`src/hw/rtl/orsfe_pkg.sv`:
```
// ----------------------------------------------------------------------------
// orsfe_pkg: shared types and constants of the OOK remote-switch frame encoder
// Transaction structs, field widths, register indexes and small helpers.
// ----------------------------------------------------------------------------
package orsfe_pkg;

   localparam int EMITTER_BITS = 26;
   localparam int UNIT_BITS    = 4;
   localparam int DATA_BITS    = EMITTER_BITS + 2 + UNIT_BITS;
   localparam int SYM_W        = $clog2(2 * DATA_BITS);
   localparam int BIT_IDX_W    = $clog2(DATA_BITS);
   localparam int TICK_W       = 16;
   localparam int REP_W        = 4;
   localparam int CSR_IDX_W    = 3;

   localparam logic MODE_TICK  = 1'b0;
   localparam logic MODE_START = 1'b1;

   typedef enum logic [CSR_IDX_W-1:0] {
      CSR_PULSE_HIGH   = 3'd0,
      CSR_SHORT_LOW    = 3'd1,
      CSR_LONG_LOW     = 3'd2,
      CSR_SYNC_HIGH    = 3'd3,
      CSR_FIRST_LATCH  = 3'd4,
      CSR_SECOND_LATCH = 3'd5,
      CSR_FRAME_GAP    = 3'd6,
      CSR_REPEAT_TOTAL = 3'd7
   } csr_index_type;

   typedef struct packed {
      logic                    mode;
      logic [EMITTER_BITS-1:0] emitter_id;
      logic [UNIT_BITS-1:0]    unit_code;
      logic                    group;
      logic                    turn_on;
   } req_type;

   typedef struct packed {
      logic             pin_level;
      logic             busy_res;
      logic             done_res;
      logic [REP_W-1:0] frame_number;
   } rsp_type;

   // A zero duration counts as one tick.
   function automatic logic [TICK_W-1:0] at_least_one_tick(input logic [TICK_W-1:0] v);
      at_least_one_tick = (v == '0) ? TICK_W'(1) : v;
   endfunction

   function automatic logic [REP_W-1:0] at_least_one_rep(input logic [REP_W-1:0] v);
      at_least_one_rep = (v == '0) ? REP_W'(1) : v;
   endfunction

endpackage

```
`src/hw/rtl/orsfe_rsp_queue.sv`:
```
// ----------------------------------------------------------------------------
// orsfe_rsp_queue: two-entry result buffer
// Holds finished results so the encoder keeps accepting while the sink stalls.
// ----------------------------------------------------------------------------
module orsfe_rsp_queue
   import orsfe_pkg::*;
(
   input  logic    clock,
   input  logic    reset,
   input  logic    push,
   input  rsp_type push_data,
   output logic    full,
   output logic    rsp_valid,
   input  logic    rsp_stall,
   output rsp_type rsp_data
);

   logic [1:0] count_ff, count_in;
   rsp_type    slot0_ff, slot0_in;
   rsp_type    slot1_ff, slot1_in;
   logic       pop;

   assign pop       = (count_ff != 2'd0) && !rsp_stall;
   assign full      = (count_ff == 2'd2);
   assign rsp_valid = (count_ff != 2'd0);
   assign rsp_data  = slot0_ff;

   always_comb begin
      slot0_in = slot0_ff;
      slot1_in = slot1_ff;
      count_in = count_ff + {1'b0, push} - {1'b0, pop};
      if (pop) begin
         // advance the head
         if (count_ff == 2'd2) begin
            slot0_in = slot1_ff;
         end else begin
            slot0_in = push_data;
         end
         if (push && count_ff == 2'd2) begin
            slot1_in = push_data;
         end
      end else if (push) begin
         if (count_ff == 2'd0) begin
            slot0_in = push_data;
         end else begin
            slot1_in = push_data;
         end
      end
   end

   always_ff @(posedge clock) begin
      if (reset) begin
         count_ff <= 2'd0;
      end else begin
         count_ff <= count_in;
      end
      slot0_ff <= slot0_in;
      slot1_ff <= slot1_in;
   end

endmodule

```
`src/hw/rtl/ook_remote_switch_frame_encoder.sv`:
```
// ----------------------------------------------------------------------------
// ook_remote_switch_frame_encoder: on-off-keyed remote-switch frame generator
// Turns start and tick transactions into the transmitter pin waveform.
// ----------------------------------------------------------------------------
// Every request transaction yields exactly one result transaction. A start
// transaction (mode 1) latches a 32-bit command word (emitter id, group flag,
// on flag, unit code forced to 0 for groups) and begins the first frame; a
// start while busy is ignored. A tick transaction (mode 0) consumes one tick
// at the current pin level. Each frame is a latch (high, long low, high, low),
// 64 data symbols (each bit b sent as b then not b, a symbol being a high pulse
// and a short or long low), an end high pulse and a low gap; the frame is sent
// repeat_total times and done_res pulses on the tick the last gap ends. Segment
// lengths come from the CSRs, read when each segment begins; a zero length is
// one tick and a zero repeat count is one frame. Throughput is one transaction
// per clock while req_stall is low: the segment counter and phase sequencer
// update at acceptance, and the result enters a two-entry output buffer that
// presents it on rsp_ after earlier results. req_stall rises only while both
// buffer entries hold results the sink has not taken. CSRs are written through
// csr_we/csr_index/csr_wdata at any time: a write during a command changes only
// the segments that begin after it, and repeat_total is read only at start.
// ----------------------------------------------------------------------------
module ook_remote_switch_frame_encoder
   import orsfe_pkg::*;
(
   input  logic                 clock,
   input  logic                 reset,
   input  logic                 req_valid,
   output logic                 req_stall,
   input  req_type              req_data,
   output logic                 rsp_valid,
   input  logic                 rsp_stall,
   output rsp_type              rsp_data,
   input  logic                 csr_we,
   input  logic [CSR_IDX_W-1:0] csr_index,
   input  logic [TICK_W-1:0]    csr_wdata
);

   typedef enum logic [2:0] {
      PH_IDLE     = 3'd0,
      PH_L1_HIGH  = 3'd1,
      PH_L1_LOW   = 3'd2,
      PH_L2_HIGH  = 3'd3,
      PH_L2_LOW   = 3'd4,
      PH_DATA     = 3'd5,
      PH_END_HIGH = 3'd6,
      PH_GAP      = 3'd7
   } phase_type;

   // Configuration registers
   logic [TICK_W-1:0] pulse_high_ff, short_low_ff, long_low_ff, sync_high_ff;
   logic [TICK_W-1:0] first_latch_ff, second_latch_ff, frame_gap_ff;
   logic [REP_W-1:0]  repeat_total_ff;

   // Frame state
   phase_type             phase_ff, phase_in;
   logic [DATA_BITS-1:0]  frame_bits_ff, frame_bits_in;
   logic [SYM_W-1:0]      sym_ff, sym_in;
   logic                  half_low_ff, half_low_in;
   logic [TICK_W-1:0]     dur_ff, dur_in;
   logic [REP_W-1:0]      repeat_left_ff, repeat_left_in;
   logic                  level_ff, level_in;
   logic [REP_W-1:0]      frame_count_ff, frame_count_in;

   logic                  take_req;
   logic                  queue_full;
   logic                  done_in;
   logic [TICK_W-1:0]     dur_dec;
   logic [REP_W-1:0]      repeat_dec;
   logic [BIT_IDX_W-1:0]  bit_idx;
   logic                  sym_value;
   logic [UNIT_BITS-1:0]  unit_sel;
   rsp_type               rsp_next;

   // Hold the request while both result entries are occupied.
   assign req_stall = queue_full;
   assign take_req  = req_valid && !req_stall;

   // ------------------------------------------------------------------
   // CSR writes
   // ------------------------------------------------------------------
   always_ff @(posedge clock) begin
      if (reset) begin
         pulse_high_ff   <= TICK_W'(310);
         short_low_ff    <= TICK_W'(310);
         long_low_ff     <= TICK_W'(1340);
         sync_high_ff    <= TICK_W'(275);
         first_latch_ff  <= TICK_W'(9900);
         second_latch_ff <= TICK_W'(2675);
         frame_gap_ff    <= TICK_W'(10000);
         repeat_total_ff <= REP_W'(6);
      end else if (csr_we) begin
         case (csr_index_type'(csr_index))
            CSR_PULSE_HIGH:   pulse_high_ff   <= csr_wdata;
            CSR_SHORT_LOW:    short_low_ff    <= csr_wdata;
            CSR_LONG_LOW:     long_low_ff     <= csr_wdata;
            CSR_SYNC_HIGH:    sync_high_ff    <= csr_wdata;
            CSR_FIRST_LATCH:  first_latch_ff  <= csr_wdata;
            CSR_SECOND_LATCH: second_latch_ff <= csr_wdata;
            CSR_FRAME_GAP:    frame_gap_ff    <= csr_wdata;
            CSR_REPEAT_TOTAL: repeat_total_ff <= csr_wdata[REP_W-1:0];
            default: ;
         endcase
      end
   end

   // ------------------------------------------------------------------
   // Sequencer next state
   // ------------------------------------------------------------------
   // Data bit for the current symbol pair, inverted for the second symbol.
   assign bit_idx   = BIT_IDX_W'(DATA_BITS - 1) - sym_ff[SYM_W-1:1];
   assign sym_value = frame_bits_ff[bit_idx] ^ sym_ff[0];
   assign dur_dec   = dur_ff - TICK_W'(1);
   assign repeat_dec = repeat_left_ff - REP_W'(1);
   assign unit_sel  = req_data.group ? '0 : req_data.unit_code;

   always_comb begin
      phase_in       = phase_ff;
      frame_bits_in  = frame_bits_ff;
      sym_in         = sym_ff;
      half_low_in    = half_low_ff;
      dur_in         = dur_ff;
      repeat_left_in = repeat_left_ff;
      level_in       = level_ff;
      frame_count_in = frame_count_ff;
      done_in        = 1'b0;

      if (req_data.mode == MODE_START) begin
         // Latch a new command only when idle; drop it otherwise.
         if (phase_ff == PH_IDLE) begin
            frame_bits_in  = {req_data.emitter_id, req_data.group, req_data.turn_on,
                              unit_sel};
            repeat_left_in = at_least_one_rep(repeat_total_ff);
            frame_count_in = '0;
            sym_in         = '0;
            half_low_in    = 1'b0;
            phase_in       = PH_L1_HIGH;
            level_in       = 1'b1;
            dur_in         = at_least_one_tick(sync_high_ff);
         end
      end else if (phase_ff != PH_IDLE) begin
         dur_in = dur_dec;
         if (dur_dec == '0) begin
            // Segment over: advance to the next one.
            case (phase_ff)
               PH_L1_HIGH: begin
                  phase_in = PH_L1_LOW;
                  level_in = 1'b0;
                  dur_in   = at_least_one_tick(first_latch_ff);
               end
               PH_L1_LOW: begin
                  phase_in = PH_L2_HIGH;
                  level_in = 1'b1;
                  dur_in   = at_least_one_tick(sync_high_ff);
               end
               PH_L2_HIGH: begin
                  phase_in = PH_L2_LOW;
                  level_in = 1'b0;
                  dur_in   = at_least_one_tick(second_latch_ff);
               end
               PH_L2_LOW: begin
                  phase_in    = PH_DATA;
                  sym_in      = '0;
                  half_low_in = 1'b0;
                  level_in    = 1'b1;
                  dur_in      = at_least_one_tick(pulse_high_ff);
               end
               PH_DATA: begin
                  if (!half_low_ff) begin
                     half_low_in = 1'b1;
                     level_in    = 1'b0;
                     dur_in      = at_least_one_tick(sym_value ? long_low_ff
                                                               : short_low_ff);
                  end else if (sym_ff != SYM_W'(2 * DATA_BITS - 1)) begin
                     sym_in      = sym_ff + SYM_W'(1);
                     half_low_in = 1'b0;
                     level_in    = 1'b1;
                     dur_in      = at_least_one_tick(pulse_high_ff);
                  end else begin
                     half_low_in = 1'b0;
                     phase_in    = PH_END_HIGH;
                     level_in    = 1'b1;
                     dur_in      = at_least_one_tick(sync_high_ff);
                  end
               end
               PH_END_HIGH: begin
                  phase_in = PH_GAP;
                  level_in = 1'b0;
                  dur_in   = at_least_one_tick(frame_gap_ff);
               end
               PH_GAP: begin
                  repeat_left_in = repeat_dec;
                  if (repeat_dec == '0) begin
                     phase_in       = PH_IDLE;
                     level_in       = 1'b0;
                     dur_in         = '0;
                     frame_count_in = '0;
                     done_in        = 1'b1;
                  end else begin
                     frame_count_in = frame_count_ff + REP_W'(1);
                     phase_in       = PH_L1_HIGH;
                     level_in       = 1'b1;
                     dur_in         = at_least_one_tick(sync_high_ff);
                  end
               end
               default: begin
                  phase_in = PH_IDLE;
                  level_in = 1'b0;
                  dur_in   = '0;
               end
            endcase
         end
      end
   end

   always_ff @(posedge clock) begin
      if (reset) begin
         phase_ff       <= PH_IDLE;
         sym_ff         <= '0;
         half_low_ff    <= 1'b0;
         dur_ff         <= '0;
         repeat_left_ff <= '0;
         level_ff       <= 1'b0;
         frame_count_ff <= '0;
      end else if (take_req) begin
         phase_ff       <= phase_in;
         sym_ff         <= sym_in;
         half_low_ff    <= half_low_in;
         dur_ff         <= dur_in;
         repeat_left_ff <= repeat_left_in;
         level_ff       <= level_in;
         frame_count_ff <= frame_count_in;
      end
      if (take_req) begin
         frame_bits_ff <= frame_bits_in;
      end
   end

   // ------------------------------------------------------------------
   // Result transaction
   // ------------------------------------------------------------------
   always_comb begin
      rsp_next.pin_level    = level_in;
      rsp_next.busy_res     = (phase_in != PH_IDLE);
      rsp_next.done_res     = done_in;
      rsp_next.frame_number = (phase_in != PH_IDLE) ? frame_count_in : '0;
   end

   orsfe_rsp_queue u_rsp_queue (
      .clock     (clock),
      .reset     (reset),
      .push      (take_req),
      .push_data (rsp_next),
      .full      (queue_full),
      .rsp_valid (rsp_valid),
      .rsp_stall (rsp_stall),
      .rsp_data  (rsp_data)
   );

   // ------------------------------------------------------------------
   // Assertions
   // ------------------------------------------------------------------
   a_idle_quiet: assert property (@(posedge clock) disable iff (reset)
      phase_ff == PH_IDLE |-> !level_ff && frame_count_ff == '0)
      else $error("idle sequencer drives the pin or keeps a frame count");

   a_busy_duration: assert property (@(posedge clock) disable iff (reset)
      phase_ff != PH_IDLE |-> dur_ff != '0)
      else $error("active segment with zero ticks left");

   a_start_latch: assert property (@(posedge clock) disable iff (reset)
      take_req && req_data.mode == MODE_START && phase_ff == PH_IDLE
      |=> phase_ff == PH_L1_HIGH && level_ff)
      else $error("start from idle did not open the first latch pulse");

   a_done_ends: assert property (@(posedge clock) disable iff (reset)
      take_req && done_in |=> phase_ff == PH_IDLE && $past(phase_ff) == PH_GAP)
      else $error("done reported outside the end of the last gap");

endmodule
```
`config.mk`:
```
export PLATFORM = sky130hd
export DESIGN_NAME = ook_remote_switch_frame_encoder
export DESIGN_NICKNAME = d
export VERILOG_FILES = /design/src/hw/rtl/orsfe_pkg.sv /design/src/hw/rtl/orsfe_rsp_queue.sv /design/src/hw/rtl/ook_remote_switch_frame_encoder.sv
export SDC_FILE = /design/constraint.sdc
export NUM_CORES = 1
export LEC_CHECK = 0
export BUFFER_PORTS_ARGS = -buffer_cell sky130_fd_sc_hd__clkbuf_2
export CORE_MARGIN = 1
export CORE_UTILIZATION = 25
export CTS_CLUSTER_SIZE = 10
export DETAILED_ROUTE_END_ITERATION = 8
export HOLD_SLACK_MARGIN = 0.08
export MAX_ROUTING_LAYER = met4
export PLACE_DENSITY = 0.48
export SLEW_MARGIN = 10
export SYNTH_ARGS = -nofsm -noshare
export SYNTH_HDL_FRONTEND = slang
export SYNTH_SLANG_ARGS = --single-unit
export TNS_END_PERCENT = 50
```
`constraint.sdc`:
```
create_clock -name clock -period 3.7 [get_ports clock]
set_input_delay 1.11 -clock clock [delete_from_list [all_inputs] [get_ports clock]]
set_output_delay 1.11 -clock clock [all_outputs]
set_load 0.05 [all_outputs]
```
# Word-level counts from Yosys, hierarchy flattened

Index checks and enable logic that the tools add are counted.

Add/sub/neg operators: 7
$lt $le $gt $ge: 1
Eq/ne operators: 21
Multiplexer cells: 71
Bitwise logic cells: 1
Reduce and logical (&&, ||, !) cells: 42

Operators with widths:

| operator                | count |
|---|---|
| $mux W16                | 14 |
| $logic_not A16 Y1       | 7 |
| $pmux W16 S7            | 1 |
| $mux W7                 | 8 |
| $mux W4                 | 13 |
| $mux W6                 | 6 |
| $eq A3 B3 Y1 const B    | 8 |
| $pmux W3 S7             | 1 |
| $mux W1                 | 18 |
| $mux W3                 | 6 |
| $reduce_and A2 Y1       | 9 |
| $sub A16 B1 Y16 const B | 1 |
| $eq A3 B2 Y1 const B    | 4 |
| $pmux W6 S2             | 1 |
| $reduce_bool A2 Y1      | 6 |
| $reduce_and A5 Y1       | 2 |
| $reduce_and A3 Y1       | 3 |
| $reduce_bool A3 Y1      | 3 |
| $logic_not A4 Y1        | 2 |
| $reduce_and A7 Y1       | 1 |
| $add A6 B1 Y6 const B   | 1 |
| $eq A3 B1 Y1 const B    | 2 |
| $logic_not A3 Y1        | 2 |
| $lt A5 B6 Y1 const B    | 1 |
| other kinds (18)        | 23 |

Register bits: 199

# Depth between registers and ports, before layout

Gate-level depths: netlist of run 1.

Depth after elaboration: 12
Gate-level depth with buffers: 13
Gate-level depth less buffers: 11

# Cells and area by module

Synthesis of run 1 repeated with hierarchy kept, for this count alone.

Cells, all modules: 1,146
Area, all modules: 9,857.0 um2

By module, submodules not included:

| module                          | instances | cells an instance | area an instance (um2) | sequential area each (um2) |
|---|---|---|---|---|
| ook_remote_switch_frame_encoder | 1         | 1,109             | 9,208.8                | 3,983.8 |
| orsfe_rsp_queue                 | 1         | 37                | 648.1                  | 460.4 |

# Worst setup path after synthesis of run 1

OpenSTA, ideal clock, no wires.

Path kind: reg2reg
From: register dur_ff[2]
To: register u_rsp_queue.slot0_ff (netlist bit u_rsp_queue.rsp_data[6]), data pin
Arrival time: 3.254 ns
Slack: 0.186 ns
Cell stages (with the launch flop): 11
Clock period less this slack: 3.514 ns
Cells stage by stage: dfxtp_1 -> or4_4 -> nor4_2 -> or3b_1 -> xnor2_2 -> or4_4 -> buf_4 -> a2111oi_0 -> a21oi_1 -> o21a_1 -> mux2_2

RTL lines:

| item                     | RTL line                               | text |
|---|---|---|
| start: declaration       | ook_remote_switch_frame_encoder.sv:59  | `logic [TICK_W-1:0] dur_ff, dur_in;` |
| start signal: assignment | ook_remote_switch_frame_encoder.sv:228 | `dur_ff <= dur_in;` |
| end signal: assignment   | orsfe_rsp_queue.sv:57                  | `slot0_ff <= slot0_in;` |
| end: declaration         | orsfe_rsp_queue.sv:19                  | `rsp_type slot0_ff, slot0_in;` |

# Final worst setup path of run 1

From: register dur_ff[3]
To: register repeat_left_ff[2]

Word-level cells in the longest chain between the ends: 4

RTL lines:

| item                                | RTL line                               | text |
|---|---|---|
| $sub A16 B1 Y16                     | ook_remote_switch_frame_encoder.sv:112 | `assign dur_dec = dur_ff - TICK_W'(1);` |
| $logic_not A16 Y1                   | ook_remote_switch_frame_encoder.sv:142 | `if (dur_dec == '0) begin` |
| $reduce_bool A2 Y1 (no source line) | -                                      |  |
| $reduce_and A5 Y1 (no source line)  | -                                      |  |
| end signal: assignment              | ook_remote_switch_frame_encoder.sv:229 | `repeat_left_ff <= repeat_left_in;` |
| end: declaration                    | ook_remote_switch_frame_encoder.sv:60  | `logic [REP_W-1:0] repeat_left_ff, repeat_left_in;` |

Every way passes these cells.
A chain may end at the register's enable or synchronous reset.

==> flow_summary_export.csv, run 1 <==
group,metric,value,unit
run_status,status,"complete, no violations",
cells_and_area,num-nets-final,1246,
cells_and_area,post-route-cell-area,0.01127,mm^2
pwr,power_density,508.2,mW/mm^2
clock_network,root_buffer,"clkbuf_16",
placed_design,port_buffers,65,
setup_path,cp_cell_sequence,"or4_4, nor4_2, or3b_4, xnor2_2, or4_4, or3_4, a211o_4, or2_0, a21oi_1",
setup_path,worst_ep_arrival_time,3910,ps
synth,synth_top_area_share,31.76,%
synth,synth_nets,1186,
timing,worst-slew-pin-transition,1207,ps
synth,mappedNetlistArea,0.009644,mm^2
cells_and_area,instances_no_fill,1703,
placed_design,place.detailed.hpwl,22090,um
setup_path,crit_path_end_kind,"register",
setup_path,worst_path_most_repeated_cell,"or4_4",
synth,mean_syn_cell_area,8.619,um^2
global_routing,grt_max_degree,114,
cells_and_area,layout-area-overhead-vs-synth,16.84,%
drt,drt-total-wl,30810,um
placed_design,place.gp.congestion,0.9115,
placed_design,place_worst_setup_slack,87.38,ps
floorplanning,boundaryPins,66,
drt,drc,0,
worst_hold_path,min_path_type,"reg2reg",
clock_network,cts_tree,"done",
clock_network,ctsLongestPathBuffers,2,
setup_path,critPathBufInv,0,
drt,detail_route.first_pass.iterations,5,
timing,final.setup.tns,0,ps
cells_and_area,layout_commonest_cell,"nand2_1",
global_routing,first_global_vias,7912,
setup_path,worst-setup-path-type,"reg2reg",
timing,finalCriticalPeriod,3538,ps
synth,post_synthesis_cell_type_count,71,
global_routing,highest_utilization_routing_layer_at_the_global_route_stage,"met2",
cells_and_area,layout.core_utilization,29.78,%
clock_network,cts_made_buffers,17,
timing,finalHoldViolations,0,
setup_path,critical_path.max_fanout,10,
cells_and_area,insertedDiodeCount,0,
global_routing,met1_usage,21.90,%
synth,synth_top_cell_by_area,"dfxtp_1",
flow_run,cap_viol_max_count,0,
timing,setup_viols_final,0,
synth,synth_seq_area_share,46.08,%
setup_path,timing.critical_path.slowest_cell_delay,630,ps
cells_and_area,final_layout_size_suffix_gt1_share,14.77,%
clock_network,clk_pin_slew,80,ps
floorplanning,start_util,25.48,%
placed_design,placed_area,0.01065,mm^2
drt,routedWlPerCell,18.09,um
synth,async_reset_ff_share,0,%
cells_and_area,num-fill-cells,4044,
setup_path,cp_data_required_time,4070,ps
global_routing,global_route_wire_length_before_repair,47650,um
drt,detail_route.iter0.violations,645,
timing,timing.fmax,282.6,MHz
synth,number_of_enable_type_register_cells_in_the_synthesized_netlist,46,
pwr,peakVddDrop,0.3353,mV
timing,timing.final.ws_setup,161.7,ps
drt,vias,8333,
global_routing,congestion_overflow_gr,0,
floorplanning,design.core.area,0.03784,mm^2
setup_path,setup.worst_path.start_class,"register",
timing,drv_slew,0,
timing,finalClockSkew,10.24,ps
floorplanning,chipHeight,198.4,um
global_routing,grt_util_all_layers,16.41,%
clock_network,h-tree-depth,4,
synth,netlist_instances,1119,
pwr,leak_pwr,0.004062,uW
clock_network,clk_latency,450,ps
synth,ys_seq_elements,199,
timing,final.period_utilization,95.63,%
drt,ant_nets,0,
clock_network,cts_num_sinks,199,
timing,grt_setup_unrepaired,"no",
cells_and_area,ff_latch_area,0.004444,mm^2
setup_path,crit_family,"simple AND/OR/NAND/NOR gates",
placed_design,dpl.cell_count,1668,
global_routing,global_route.usage.met2,25.98,%
global_routing,antenna_found_initial,0,
synth,synthesis.yosys.warnings,0,
global_routing,grt_use_met3,2.255,%
floorplanning,die_area,0.03937,mm^2
drt,avgViaCountPerCell,4.893,
cells_and_area,multi_input_comb_area,0.004892,mm^2
floorplanning,dieWidth,198.4,um
synth,synth_ff_type,"dfxtp_1",
setup_path,cp_slowest_cell,"or4_4",
floorplanning,placementRows,71,
synth,post_synth_main_area_contributors,"dfxtp_1 32%, edfxtp_1 14%, nand2_1 11%, a21oi_1 6.1%, mux2i_1 3.3%",
cells_and_area,most-common-layout-cells,"275 x nand2_1, 153 x dfxtp_1, 118 x a21oi_1",
timing,slew_headroom,19.23,%
## report_power, final
part	internal (uW)	total, uW	switching, uW
registers	2390	2480	94.3
clock network	960	1900	935
logic	494	1350	858
total	3840	5730	1890
## cell type report
type | instances | area share (%)
sequential | 199 | 39.44
tap | 511 | 5.674
multi-input combinational | 837 | 43.42
clock buffer | 17 | 3.775
inverter | 19 | 0.6329
clock inverter | 15 | 1.377
timing repair buffer | 105 | 5.685
## Yosys cell counts, types with 11 or more instances
| cell type | instances |
|---|---|
| inv_1 | 16 |
| mux2i_1 | 32 |
| clkbuf_1 | 50 |
| nor2_1 | 58 |
| nand2_1 | 275 |
| xnor2_1 | 11 |
| edfxtp_1 | 46 |
| o21ai_0 | 37 |
| nor4_1 | 28 |
| a221oi_1 | 13 |
| a21oi_1 | 118 |
| dfxtp_1 | 153 |
| nand4_1 | 12 |
| nand3b_1 | 39 |
| mux2_2 | 14 |
| nor3_1 | 27 |
## worst paths after layout
check	start	slack, ps	endpoint	depth (start not counted)
max reg2reg	dur_ff[3]	160	repeat_left_ff[2]	9
min reg2reg	long_low_ff[0]	470	long_low_ff[0]	2
max	dur_ff[3]	160	repeat_left_ff[2]	9
min	long_low_ff[0]	470	long_low_ff[0]	2
## repair_timing
action	4_1_cts	5_1_grt
setup buffers	0	3
setup endpoints to repair	0	11
hold buffers	0	0
resized for setup	0	4
## cell families after synthesis
logic type	synth area share, %
AND/OR/NAND/NOR	24.91
multiplexers	6.124
AO/OA/AOI/OAI	15.78
flip-flops	46.08
XOR/XNOR	2.361
buffers and inverters	3.451
adder cells (fa/ha/maj)	1.297
## metal layers
metal	part of all wire, %	routed length [um]	up-vias
li1	-	-	4119
met5	0	0	-
met3	3.8	1174	28
met2	48	14640	159
met1	47	14540	4027
met4	1.5	460	0
## worst min-delay path, cell delays in order, from the launching register on
cell and delay [ps]:
dfxtp_1 320, nand2_1 50, a21oi_1 50
## flip-flops by register name, summed over array words and instances, names as in the netlist
signal,count
first_latch_ff,16
frame_gap_ff,16
repeat_left_ff,4
short_low_ff,16
u_rsp_queue.slot1_ff,7
level_ff,1
phase_ff,3
second_latch_ff,16
u_rsp_queue.rsp_data,7
sync_high_ff,16
half_low_ff,1
repeat_total_ff,4
u_rsp_queue.count_ff,2
frame_bits_ff,32
dur_ff,16
sym_ff,6
pulse_high_ff,16
frame_count_ff,4
long_low_ff,16
## metrics by stage
| stage | hold slack, ps | power (uW) |
|---|---|---|
| floorplan | 436.1 | 3440 |
| global placement | 452.5 | 3857 |
| detailed placement | 457.1 | 3866 |
| CTS | 468.3 | 5773 |
| global route | 490.0 | 6005 |
| finish | 467.6 | 5726 |
Power figures use the tool's default switching activity.
==> run 2, diff against run 1 <==
--- a/config.mk
+++ b/config.mk
@@ -16,5 +16,6 @@
 export SLEW_MARGIN = 10
 export SYNTH_ARGS = -nofsm -noshare
 export SYNTH_HDL_FRONTEND = slang
+export SYNTH_HIERARCHICAL = 1
 export SYNTH_SLANG_ARGS = --single-unit
 export TNS_END_PERCENT = 50
==> run 2 against run 1 <==
Against the previous run:
- wire length rose by 6.6%
- sequential share of layout area down 0.44 points
- register-to-register slack got worse by 20 ps
- sequential cell count unchanged
- hold slack worse by 2.7 ps
- largest cell class unchanged
==> flow_summary_export.csv, run 2 <==
group,metric,value,unit
cells_and_area,final_layout_size_suffix_gt1_share,16.65,%
global_routing,global_route_wire_length_before_repair,51640,um
synth,synth_ff_type,"dfxtp_1",
run_status,status,"complete, no violations",
synth,post_synthesis_cell_type_count,76,
setup_path,crit_path_end_kind,"register",
cells_and_area,layout-area-overhead-vs-synth,15.60,%
placed_design,place.detailed.hpwl,24010,um
placed_design,place.gp.congestion,0.8843,
clock_network,ctsLongestPathBuffers,2,
setup_path,worst-setup-path-type,"reg2reg",
timing,finalHoldViolations,0,
synth,synth_nets,1212,
timing,final.period_utilization,96.28,%
global_routing,grt_max_degree,95,
timing,worst-slew-pin-transition,1166,ps
cells_and_area,insertedDiodeCount,0,
synth,post_synth_main_area_contributors,"dfxtp_1 31%, edfxtp_1 14%, nand2_1 10%, a21oi_1 5.2%, mux2_2 3.2%",
clock_network,cts_made_buffers,17,
cells_and_area,top_register,"frame_bits_ff",
global_routing,congestion_overflow_gr,0,
setup_path,worst_ep_arrival_time,3760,ps
drt,drt-total-wl,32840,um
clock_network,clk_latency,450,ps
floorplanning,die_area,0.04023,mm^2
floorplanning,dieWidth,200.6,um
drt,routedWlPerCell,18.97,um
setup_path,critical_path.max_fanout,9,
placed_design,port_buffers,65,
floorplanning,boundaryPins,66,
timing,holdWs,465.0,ps
timing,final.setup.tns,0,ps
synth,synth_seq_area_share,45.09,%
worst_hold_path,hold_end,"short_low_ff[0]",
worst_hold_path,hold_path.startpoint,"short_low_ff[0]",
synth,synth_top_cells_by_count,"264 x nand2_1, 153 x dfxtp_1, 102 x a21oi_1",
cells_and_area,layout_commonest_cell,"nand2_1",
setup_path,ff2ff_path_depth,11,
clock_network,root_buffer,"clkbuf_16",
clock_network,cts_num_sinks,199,
flow_run,cap_viol_max_count,0,
pwr,leak_pwr,0.004094,uW
drt,detail_route.iter0.violations,699,
floorplanning,chipHeight,200.6,um
synth,number_of_enable_type_register_cells_in_the_synthesized_netlist,46,
floorplanning,placementRows,72,
clock_network,cts.hold.buffers_added,0,
timing,timing.fmax,280.7,MHz
synth,mappedNetlistArea,0.009857,mm^2
worst_hold_path,min_path_type,"reg2reg",
pwr,peakVddDrop,0.3285,mV
synth,netlist_instances,1146,
setup_path,reg2reg_setup_slack,140,ps
synth,ys_seq_elements,199,
synth,synthMostInstantiatedCell,"nand2_1",
worst_hold_path,whs_path_depth,2,
drt,drc,0,
cells_and_area,num-nets-final,1266,
global_routing,grt_util_all_layers,17.20,%
drt,avgViaCountPerCell,5.080,
drt,ant_nets,0,
setup_path,regToRegEndpoint,"u_rsp_queue/rsp_data[2]",
timing,slew_headroom,22.25,%
timing,setup_viols_final,0,
cells_and_area,num-fill-cells,4191,
clock_network,h-tree-depth,4,
drt,detail_route.first_pass.iterations,5,
pwr,power_density,437.9,mW/mm^2
floorplanning,design.core.area,0.03874,mm^2
cells_and_area,most-common-layout-cells,"264 x nand2_1, 153 x dfxtp_1, 102 x a21oi_1",
cells_and_area,largest_register_ff_count,32,
synth,async_reset_ff_share,0,%
synth,synthesis.yosys.warnings,6,
global_routing,antenna_found_initial,0,
setup_path,cp_data_required_time,3890,ps
clock_network,clk_pin_slew,70,ps
setup_path,regToRegStartpoint,"dur_ff[1]",
synth,synth_top_cell_by_area,"dfxtp_1",
floorplanning,start_util,25.45,%
synth,mean_syn_cell_area,8.601,um^2
synth,synth_top_area_share,31.07,%
timing,finalClockSkew,12.35,ps
clock_network,cts_tree,"done",
timing,finalCriticalPeriod,3562,ps
drt,vias,8794,
timing,grt_setup_unrepaired,"no",
setup_path,setup.worst_path.start_class,"register",
global_routing,first_global_vias,8510,
timing,drv_slew,0,
[run 2: changes by cell type in the layout (fill, tap and decap cells not counted), moves of 5 or more]
cell,change
mux2_2,+14
nand3_1,+46
xor2_1,-7
o211ai_1,+8
mux2i_1,-15
a31oi_1,+6
nor3_1,-5
a21oi_1,-16
a2111oi_2,+6
nand3b_1,-36
o2111ai_1,-5
nand2_1,-11
nor4_1,+6
[run 2: critical path, cell delays in order (launching register included)]
cell and delay (ps):
dfxtp_1 340, inv_1 120, ha_2 290, or3b_4 430, o31ai_4 190, nand2_2 90
or4_4 470, or4_4 510, o21ai_2 190, nor2b_1 70, o311a_1 340, mux2_2 260
[run 2: worst max-delay path by stage]
stage / start / to / slack (ps) / cells after the start
after floorplan: dur_ff[1] / u_rsp_queue/rsp_data[2] / 250 / 12
after global placement: dur_ff[1] / u_rsp_queue/rsp_data[0] / 150 / 11
after detailed placement: dur_ff[1] / u_rsp_queue/rsp_data[0] / 90 / 11
after CTS: dur_ff[1] / u_rsp_queue/rsp_data[0] / 50 / 11
after global routing: dur_ff[1] / u_rsp_queue/rsp_data[2] / 1 / 11
final: dur_ff[1] / u_rsp_queue/rsp_data[2] / 140 / 11
[run 2: repair_timing]
action,4_1_cts,5_1_grt
gates resized for setup,0,1
setup endpoints to repair,0,5
setup buffers,0,1
[run 2: final cells by class]
type	count	area [um^2]	share of cell area, %
multi-input combinational	857	5057	44.38
tap	518	648.1	5.688
clock buffer	22	464.2	4.074
timing repair buffer	107	643.1	5.644
inverter	18	67.56	0.5929
sequential	199	4444	39.00
clock inverter	10	70.07	0.6149
[run 2: cell families after synthesis]
logic type	synth area share [%]
and+or+nand+nor	25.29
AOI/OAI and AO/OA	17.26
DFF	45.09
buffers and inverters	3.656
muxes	6.067
xor gates and xnor gates	1.498
adders and majority gates	1.142
[run 2: where the power goes]
group | switching (uW) | internal [uW] | leakage [uW]
logic | 525 | 299 | 0.00215
registers | 84.0 | 2320 | 0.00168
clock network | 866 | 899 | 0.000261
total | 1480 | 3510 | 0.00409
[run 2: through the flow]
stage | instance area [um^2] | total power, uW | std cells | utilization (%) | setup slack [ps]
final | 11390 | 4989 | 1731 | 29.42 | 137.7
after global routing | 11390 | 5197 | 1731 | 29.42 | 1.370
after CTS | 11380 | 5034 | 1730 | 29.39 | 51.94
after detailed placement | 10850 | 3264 | 1698 | 28.01 | 91.75
after global placement | 10850 | 3261 | 1698 | 28.01 | 145.8
after floorplan | 9857 | 2966 | 1146 | - | 253.7
[run 2: metal layers]
| layer | share of wire (%) | track usage, % | up-vias |
|---|---|---|---|
| met5 | 0 | - | - |
| met4 | 2.1 | 5.425 | 0 |
| met3 | 5.0 | 3.101 | 45 |
| met2 | 47 | 26.86 | 238 |
| met1 | 46 | 22.49 | 4243 |
| li1 | - | - | 4268 |
